## src/hw/rtl/gacl_cell.sv

```systemverilog
// One slot cell of a search chain: a valid bit and a key, a match token passes down the row.
// Depends on nothing.
module gacl_cell #(
    parameter int KEY_BITS = 64
) (
    input  logic                clk,
    input  logic                rst_n,
    input  logic                clr,
    input  logic                load,
    input  logic [KEY_BITS-1:0] load_key,
    input  logic [KEY_BITS-1:0] probe,
    input  logic                hit_in,
    input  logic                free_in,
    output logic                hit_out,
    output logic                free_out,
    output logic                my_hit,
    output logic                my_free
);
    logic                valid_reg;
    logic [KEY_BITS-1:0] key_reg;

    assign my_hit   = valid_reg && (key_reg == probe) && !hit_in;
    assign my_free  = !valid_reg && !free_in;
    assign hit_out  = hit_in || (valid_reg && key_reg == probe);
    assign free_out = free_in || !valid_reg;

    always_ff @(posedge clk or negedge rst_n)
    begin
        if (!rst_n)
        begin
            valid_reg <= 1'b0;
        end
        else if (clr)
        begin
            valid_reg <= 1'b0;
        end
        else if (load)
        begin
            valid_reg <= 1'b1;
        end
    end

    always_ff @(posedge clk)
    begin
        if (load)
        begin
            key_reg <= load_key;
        end
    end
endmodule

```

## config.mk

```make
export PLATFORM = sky130hd
export DESIGN_NAME = gacl_cell
export DESIGN_NICKNAME = d
export VERILOG_FILES = /design/src/hw/rtl/gacl_cell.sv
export SDC_FILE = /design/constraint.sdc
export NUM_CORES = 1
export LEC_CHECK = 0
export BUFFER_PORTS_ARGS = -buffer_cell sky130_fd_sc_hd__buf_2
export CAP_MARGIN = 20
export CORE_MARGIN = 2
export CORE_UTILIZATION = 49
export DETAILED_ROUTE_END_ITERATION = 10
export PLACE_DENSITY = 0.84
export RECOVER_POWER = 50
export SLEW_MARGIN = 20
export SYNTH_ARGS = -nofsm -noshare
export SYNTH_HDL_FRONTEND = slang
export SYNTH_SLANG_ARGS = --single-unit
```

## constraint.sdc

```tcl
create_clock -name clk -period 3.7 [get_ports clk]
set_input_delay 0.74 -clock clk [delete_from_list [all_inputs] [get_ports clk]]
set_output_delay 0.74 -clock clk [all_outputs]
set_load 0.02 [all_outputs]
```

======== Yosys cells after proc, flatten, opt, wreduce, memory -nomap -nowiden ========
Cells that the tools add are included.
operators by class
  eq/ne operators ......................... 1
  multiplexer cells ....................... 2
  reductions and logical operators ........ 9
operators by type and width
  kind                count
  == test 64 bit      1
  logical AND 1 bit   3
  logical NOT 1 bit   3
  logical OR 1 bit    2
  2-to-1 mux 1 bit    2
  nonzero test 2 bit  1
word-level totals
  flip-flop bits (word level) ............. 65
  input port bits ......................... 134
  output and inout port bits .............. 4
  logic and storage cells ................. 14

======== Logic depth before layout (Yosys ltp) ========
  word-level depth ........................ 3
  mapped depth ............................ 5
  depth with buffers taken out ............ 5

======== Worst setup path before layout ========
No wires, ideal clock.
  path type ............................... input port to output port
  start ................................... in probe[49]
  end ..................................... out my_hit
  arrival time ............................ 1948 ps
  data required time ...................... 2960 ps
  path slack .............................. 1012 ps
  stages on the path ...................... 5
  buffers on the path ..................... 0
  path through ............................ nor2b_1 a2111o_1 nor4_1 nand4_1 nor3_2
between the ends
  cells in the longest elaborated chain, start to end .. 3
RTL lines
  element                         RTL line  text
  start: declaration              11        input logic [KEY_BITS-1:0] probe,
  == test 64 bit                  22        assign my_hit = valid_reg && (key_reg == probe) && !hit_in;
  logical AND 1 bit (2 in a row)  22
  end: declaration                16        output logic my_hit,
Every way passes these cells.

======== Worst setup path in the final report ========
  start ................................... in probe[6]
  end ..................................... out my_hit
Same word-level chain as after synthesis.

==> flow_summary.ini <==
[critical_path]
end_kind = output port
crit_chain = buf_2, xnor2_1, nand4_1, nor4_1, nand3_1, nor3_2, buf_2
reg2reg_to = valid_reg
cp_top_family = simple AND/OR/NAND/NOR gates
cp.arrival_ns = 2.16
path_class = primary input to output port
required_ns = 2.96
crit_path_start_kind = primary input
path_buf_inv = 2
cp_max_fo = 2
reg2reg_from = valid_reg
slowest_stage = nor4_1
reg2reg_depth = 2
max_stage_delay_ns = 0.45
critPathMostFrequentCell = buf_2
r2r_setup_slack_ns = 3.01

[sta]
fin_crit_sh = 0.784
slew_violations = 66
rsz0062_at_grt = no
fin_tns_setup_ns = 0
finalSetupViolCount = 0
hold_viol_final = 0
max_slew.worst_pin.slew_ns = 1.54
whs_ns = 0.167
maxSlewHeadroom = -0.0251
fmax_mhz = 345
clock_skew_ns = 0
fin_crit_ns = 2.90

[global_routing]
grt_pass1_wl_um = 8560
grt_start_max_net_pins = 66
grt_usage = 0.189
grt_pass1_vias = 1924
grt_overflow = 0
antenna_found_initial = 0

[clocking]
cts_tree = done
clock_sinks = 65
cts-resized-gates = 0
hold_buffers = 0
cts_buffers = 9
h-tree-depth = 3
clk_path_buf_depth = 2
clkTransAtPathRegs_ns = 0.07
post_cts_buffers = 0
root_buffer = clkbuf_8
clock_latency_ns = 0.33

[place]
dp_cells = 379
port_buffers = 137
gp_congestion = 0.817
hpwl_um = 4180

[outcome]
violations = max-capacitance violations, max-slew violations
status = finished with violations

[floorplanning]
core.rowCount = 27
start_util = 0.500
core-area_um2 = 5440
pin_count = 138
die_w_um = 78.5
dieHeight_um = 78.5
die-area_um2 = 6160

[detailed_routing]
drc = 0
wirelength_um = 5340
firstDrtPassIters = 4
vias = 1866
routedWlPerCell_um = 13.5
viasPerCell = 4.72
ant_nets = 0
drt_iter0_drc = 55

[layout]
drive_gt1_frac = 0.474
final_util = 0.677
fin_nets = 452
layout_common_cells = buf_2 (137), edfxtp_1 (64), xnor2_1 (52), nand4_1 (13), clkbuf_8 (9)
largest_register_ffs = 64
layout_commonest_cell = buf_2
n_antenna_cell = 0
syn_to_final_growth_pct = 35.3
layout.cells.non_filler = 395

[pwr]
ir_worst_vdd_uv = 317
pwr_density_cell_nw_per_um2 = 444
p_leak_nw = 1.48

[yosys]
yosys.cell_types.count = 21
ys_warn_count = 0
syn_nets = 303
syn_area_um2 = 2720
yosysSeqAreaShare = 0.716
ys_ff_latch = 65
avgSynthCellArea_um2 = 16.1
synth_top_area_cell = edfxtp_1
yosys-top-cells-area = edfxtp_1 (71%), xnor2_1 (17%), nand4_1 (3.0%)
synth_cells = 169
synth.top_cell.area_share = 0.707

[run]
drv_cap = 1

[worst_hold_path]
hp-class = primary input to async pin
-- how the worst max path moves through the flow --
stage               startpoint      end  depth (start not counted)
floorplan            probe[49]   my_hit                          5
global placement     probe[49]  hit_out                          7
detailed placement   probe[49]  hit_out                          7
CTS                  probe[49]  hit_out                          7
global route         probe[49]  hit_out                          7
finish                probe[6]   my_hit                          7
-- worst register-to-register path, stage by stage (launching register included) --
cell	delay [ns]
dfrtp_1	0.41
nor2_1	0.11
nor2_1	0.06
-- routing by layer --
layer	global-route usage	vias up	wire [um]
li1	-	921	-
met1	0.211	856	1990
met2	0.328	74	2900
met3	0.0460	15	306
met4	0.105	0	151
met5	0	-	0
-- through the flow --
step | cell area [um^2] | setup WS, ns | total power [mW]
after global placement | 3500 | 0.769 | 1.09
final | 3680 | 0.798 | 1.63
after floorplan | 2720 | 1.01 | 0.994
after global routing | 3680 | 0.670 | 1.71
after CTS | 3680 | 0.750 | 1.65
after detailed placement | 3500 | 0.750 | 1.10
-- layout make-up --
class / count / area, um^2
tap: 72 / 90.1
clock buffer: 12 / 135
sequential: 65 / 1950
multi-input combinational: 98 / 751
timing repair buffer: 138 / 691
clock inverter: 4 / 43.8
fill: 430 / 1760
inverter: 6 / 22.5
-- synthesized netlist by cell type --
master	n
edfxtp_1	64
and4_1	1
a22oi_1	1
and2b_2	1
nand3_1	2
xor2_1	3
o21ai_0	2
nor2_1	4
a2111o_1	1
o22ai_1	2
xnor2_1	52
a21oi_1	3
nor2b_1	5
dfrtp_1	1
o21bai_2	1
nand4_1	13
nor3_1	1
nor4_1	4
nor3_2	1
nand2b_1	1
inv_1	6
-- where the power goes --
group,total [mW],leakage (nW),internal [mW],switching [mW]
combinational,0.181,0.752,0.109,0.0718
clock,0.553,0.0918,0.307,0.245
sequential,0.901,0.639,0.876,0.0248
total,1.63,1.48,1.29,0.342
-- kinds of logic (layout without fill, tap and decap cells) --
kind of cell    after synthesis  count (layout)  synth area share
compound gates               10              10            0.0248
buf+inv                       6             160           0.00828
flops                        65              65             0.716
simple gates                 33              33            0.0741
xor+xnor                     55              55             0.177
No activity file was read; power rests on OpenSTA's default activity.
