File: src/hw/rtl/gacl_ram.sv
// Generic single-port RAM with registered read.
// No dependencies.
module gacl_ram #(
    parameter int WIDTH = 8,
    parameter int DEPTH = 16
) (
    input  logic                     clk,
    input  logic                     we,
    input  logic [$clog2(DEPTH)-1:0] addr,
    input  logic [WIDTH-1:0]         wdata,
    output logic [WIDTH-1:0]         rdata
);
    logic [WIDTH-1:0] mem [DEPTH];

    always_ff @(posedge clk)
    begin
        if (we)
        begin
            mem[addr] <= wdata;
        end
        rdata <= mem[addr];
    end
endmodule

File: config.mk
export PLATFORM = sky130hd
export DESIGN_NAME = gacl_ram
export DESIGN_NICKNAME = d
export VERILOG_FILES = /design/src/hw/rtl/gacl_ram.sv
export SDC_FILE = /design/constraint.sdc
export NUM_CORES = 1
export LEC_CHECK = 0
export BUFFER_PORTS_ARGS = -buffer_cell sky130_fd_sc_hd__clkbuf_2
export CAP_MARGIN = 0
export CORE_ASPECT_RATIO = 2
export CORE_MARGIN = 3
export CORE_UTILIZATION = 50
export CTS_BUF_LIST = sky130_fd_sc_hd__clkbuf_8
export CTS_CLUSTER_SIZE = 20
export DETAILED_ROUTE_END_ITERATION = 10
export MAX_ROUTING_LAYER = met4
export PLACE_DENSITY = 0.68
export RECOVER_POWER = 100
export SYNTH_ARGS = -nofsm -noshare
export SYNTH_HDL_FRONTEND = slang
export SYNTH_SLANG_ARGS = --single-unit
File: constraint.sdc
create_clock -name clk -period 2.2 [get_ports clk]
set_input_delay 0.33 -clock clk [delete_from_list [all_inputs] [get_ports clk]]
set_output_delay 0.33 -clock clk [all_outputs]
set_load 0.05 [all_outputs]
* After elaboration in Yosys (flattened, before gate mapping) *
Memory sizes are Yosys's and may differ from the RTL's. A register that Yosys moved wholly into a read port is not among the register bits.
Cells that the tools add are included.

operators by class
  multiplexer cells = 2

operators with widths
  kind     count
  $mux W1  2

word-level totals
  register bits = 0
  memory bits (writable) = 128
  input port bits = 14
  output and inout port bits = 8
  word-level logic and storage cells = 3
  memories kept = 1

memory list
  memory  depth  width  rd ports  clocked after Yosys merged registers in  wr ports  RTL line  text
  mem     16     8      1         1                                        1         13        logic [WIDTH-1:0] mem [DEPTH];

* Longest topological paths before layout *
  depth in word-level cells = 2
  depth in mapped cells = 5
  gate-level depth less buffers = 3

* Worst setup path before layout *
No wires, ideal clock.

  path type = input port to flip-flop
  start point = input addr[2]
  end point = memory mem[0][0], enable pin
  library setup time = 383 ps
  arrival time = 1,440 ps
  required time = 1,817 ps
  slack = 377 ps
  stages on the path = 2
  path buffers = 0
  cell sequence = or3b_2 nor3_1

RTL lines
  what             RTL line  text
  start, declared  9         input logic [$clog2(DEPTH)-1:0] addr,
  end, declared    13

Straight into the memory's write port.

* Worst setup path in the final report *
  start point = input addr[1]
  end point = memory mem[14][0], enable pin

Straight into the memory's write port.

==> results.txt <==
* Final max-slew violation count: 0
- CTS root buf: sky130_fd_sc_hd__clkbuf_8
* Length of the first detailed-routing pass in iterations: 4
* Reported net switching power: about 1.1 mW
- In the global route stage, overall resource usage came out at 18.6%.
- Buffers inserted during post-CTS setup optimization: 0
- The startpoint identified for the worst hold timing path is wdata[7].
- Remaining global-route overflow: 0
- Worst Slack Setup Final: approximately 0.57 ns
* Number of port buffers: 21
- Yosys reg bits: between 100 and 150
- In the routed design, unresolved DRC markers number 0.
- Power spread over the standard cell area amounts to slightly below 900 nW/µm².
- Tmin final: approximately 1.6 ns
* Multi-input combinational cell area: around 1000 µm²
- The synthesized design contains approximately 130 enable-type register cells.
- Maximum clock frequency: 0.613 GHz
- For the worst-skew pair, the clock arrives at the later sink with an insertion delay of ~0.42 ns.
- RSZ-0062 raised after global routing: false
* Post-Route WL: just over 9 mm
* Antenna Violating Nets Remaining: 0
- First-pass GRT wire length: between 10 and 15 mm
- Post-synth design cell area: about 5100 µm²
- Overall power consumption after layout is estimated at 4.99 mW.
- DIE HEIGHT: ~150 µm
- Along the worst path, the maximum fanout reaches 20.
- Largest net degree at the start of global routing: 40
- From synthesis to final layout, the design area changed by 13.0%.
- From left edge to right edge, the die measures a little under 80 µm.
- Counting every net in the synthesized netlist gives around 240.
- Counting flops with an async set or reset pin after synthesis yields a share of 0%.
- Summed over all failing endpoints, the final setup total negative slack is 0 ns.
- Antenna violations before repair: 0
- For this design the static power due to leakage is about 1.8 nW.
- Hold repair after CTS inserted 0 buffers.
- In this run the number of H-tree levels came out at 4.
- Gate count after technology mapping: 230
- Number of vias in the routed layout: between 2000 and 2500
- The floorplan step defined a die boundary enclosing 11500 µm².
* Worst vdd ir: between 500 and 600 µV
- Post-synthesis sequential area ratio: 79.0%
- Summed over all nets, the half-perimeter wirelength after detailed placement is approximately 6.3 mm.
- Final-report hold violation count: 0
* Crit path arrival time: about 1.7 ns
* Sequential cell area: about 4000 µm²
- The worst setup path is captured at a flip-flop.
* Clock power frac: 35.4%
* Sink count of the clock tree: ~140
- Average routed wire per standard cell: approximately 22 µm
- The number of global-route vias before repair came to between 2000 and 3000.
* Placeable core region: between 9000 and 10000 µm²
* Post-route clock skew: 0.00911 ns
- Before CTS, the worst setup slack after placement is between 0.4 and 0.5 ns.
- Clock-pin slew was measured on the worst setup and hold paths at approximately 0.08 ns.
- Transition at the pin with the smallest max-transition slack: about 0.70 ns
- Internal: around 3.9 mW
- CTS buffer count: 17
- In the synthesized netlist the dominant register cell turns out to be sky130_fd_sc_hd__edfxtp_1.
- The floorplan has just over 50 rows.
* Setup violators final: 0
- For the worst setup path, the data required time is 2.25 ns.
- Power share of the combinational group: ~6.2%
* TritonCTS clock tree: built
- 22 I/O pins were placed.
- Top cells by area in the synthesized netlist: sky130_fd_sc_hd__edfxtp_1 (76%), sky130_fd_sc_hd__mux4_2 (14%), sky130_fd_sc_hd__dfxtp_1 (3.2%), sky130_fd_sc_hd__a22oi_1 (2.4%), sky130_fd_sc_hd__nor2_1 (0.96%)
- Counting the fill cells in the layout gives 791.
- The netlist uses 18 different library cells.
- STA classifies the critical path startpoint as an input pin.
- Reg-to-Reg Start: mem[0][3]$_DFFE_PP_
* Critical Setup Path Class: in -> reg
- Synth warn: 0
- Summed over all instances, the cell type with the most area after synthesis is sky130_fd_sc_hd__edfxtp_1.
- Cells with a size suffix above 1 make up a little under a quarter of the layout.
- Number of cells upsized or downsized after cts: 0
- Class of the tightest hold or removal check: in -> reg
- Dividing the detail-routed via count by the number of cells gives ~5.5.
- Average instance area after synthesis: 22.0 µm²
- For this configuration, the core starts out at a cell density of approximately half.
- Routability-driven placement finished with a final weighted congestion of between 0.7 and 0.8.
- In this run switching power makes up between 20 and 25% of total power.
- Summed over its instances, the top area cell type makes up between 70% and 80% of the synthesized netlist area.
- For this run, the post-layout net count is roughly 300.
- Post-route fraction of the period consumed by the critical path: between 70% and 80%
* Initial detailed-routing violation count: 170
* Max cap viols: 0
- Tracing the worst setup path back leads to its startpoint at addr[1].
- Max-slew headroom: between 50% and 60%
- The repair_antennas step left the layout with diodes totalling 0.
- Status: finished clean
- Sequential cells burn 58.3% of the power.
- The clock passes through at most 2 buffers.
layer usage:
layer / vias to the layer above / wire (µm) / track usage [%]
met5: - / 0 / -
li1: 1061 / - / -
met3: 12 / 313 / 4.18
met4: 0 / 166 / 8.73
met1: 1212 / 3490 / 20.1
met2: 65 / 5370 / 32.1
power by group through the flow:
stage | clock [mW] | sequential [mW] | combinational (mW)
2_1_floorplan | 0 | 3.02 | 0.149
3_3_place_gp | 0 | 2.97 | 0.320
3_5_place_dp | 0 | 2.97 | 0.328
4_1_cts | 1.81 | 2.91 | 0.328
5_1_grt | 1.93 | 2.92 | 0.336
6_report | 1.77 | 2.91 | 0.311
logic make-up (layout without fill, tap and decap cells):
logic type / after synthesis / in the layout / share of synthesized area (%)
flops: 136 / 136 / 79.0
simple gates: 35 / 35 / 3.21
buf+inv: 11 / 74 / 1.19
mux: 32 / 32 / 14.2
compound gates: 16 / 16 / 2.37
registers in the layout, indices dropped and copies added, names as in the netlist:
name and cells:
rdata 8, mem 128
layout by cell type, fill, tap and decap left out:
cell,Yosys,routed
sky130_fd_sc_hd__clkbuf_8,0,17
sky130_fd_sc_hd__inv_1,0,1
sky130_fd_sc_hd__clkbuf_2,1,3
sky130_fd_sc_hd__nand2_1,9,9
sky130_fd_sc_hd__clkinv_4,0,2
sky130_fd_sc_hd__bufinv_16,0,1
sky130_fd_sc_hd__a22oi_1,16,16
sky130_fd_sc_hd__nor2_1,13,13
sky130_fd_sc_hd__mux4_2,32,32
sky130_fd_sc_hd__buf_12,0,2
sky130_fd_sc_hd__and2_1,1,1
sky130_fd_sc_hd__nand3b_1,2,2
sky130_fd_sc_hd__edfxtp_1,128,128
sky130_fd_sc_hd__clkinv_1,0,2
sky130_fd_sc_hd__clkinvlp_4,0,4
sky130_fd_sc_hd__nand2b_1,2,2
sky130_fd_sc_hd__nor3_1,4,4
sky130_fd_sc_hd__nor2b_1,2,2
sky130_fd_sc_hd__nand3_1,1,1
sky130_fd_sc_hd__dfxtp_1,8,8
sky130_fd_sc_hd__clkinv_2,0,5
sky130_fd_sc_hd__buf_4,0,3
sky130_fd_sc_hd__clkbuf_1,2,34
sky130_fd_sc_hd__or3b_2,1,1
cell usage after synthesis, types with 2 or more instances:
master and n:
sky130_fd_sc_hd__edfxtp_1 128, sky130_fd_sc_hd__mux4_2 32, sky130_fd_sc_hd__a22oi_1 16, sky130_fd_sc_hd__nor2_1 13, sky130_fd_sc_hd__nand2_1 9, sky130_fd_sc_hd__dfxtp_1 8
sky130_fd_sc_hd__buf_1 4, sky130_fd_sc_hd__nor3_1 4, sky130_fd_sc_hd__buf_2 2, sky130_fd_sc_hd__buf_6 2, sky130_fd_sc_hd__clkbuf_1 2, sky130_fd_sc_hd__nand2b_1 2
sky130_fd_sc_hd__nand3b_1 2, sky130_fd_sc_hd__nor2b_1 2
layout make-up:
type	count	share of cell area, %
Clock inverter	15	1.99
Clock buffer	17	4.09
Tap cell	132	2.88
Timing Repair Buffer	42	3.58
Multi-Input combinational cell	83	17.5
Sequential cell	136	69.9
critical path: stages:
cell and delay, ns:
sky130_fd_sc_hd__clkbuf_2 0.44, sky130_fd_sc_hd__nand2b_1 0.22, sky130_fd_sc_hd__nor2_1 0.13, sky130_fd_sc_hd__clkbuf_1 0.55
metrics by stage:
stage / cell area (µm²) / instances / hold slack, ns / util (%)
final: 5730 / 425 / 0.425 / 58.3
after CTS: 5810 / 425 / 0.313 / 59.1
after floorplan: 5070 / 230 / 0.429 / -
after detailed placement: 5460 / 393 / 0.660 / 55.6
after global placement: 5460 / 393 / 0.651 / 55.6
after global routing: 5730 / 425 / 0.447 / 58.3
path summary, 6_finish.rpt:
kind / end / cells after the start / slack (ns)
setup / recovery: mem[14][0]$_DFFE_PP_ / 4 / 0.57
hold / removal: mem[2][7]$_DFFE_PP_ / 1 / 0.42
setup reg to reg: rdata[3]$_DFF_P_ / 3 / 0.93
hold reg to reg: rdata[4]$_DFF_P_ / 3 / 0.67
No activity file was read; power rests on OpenSTA's default activity.
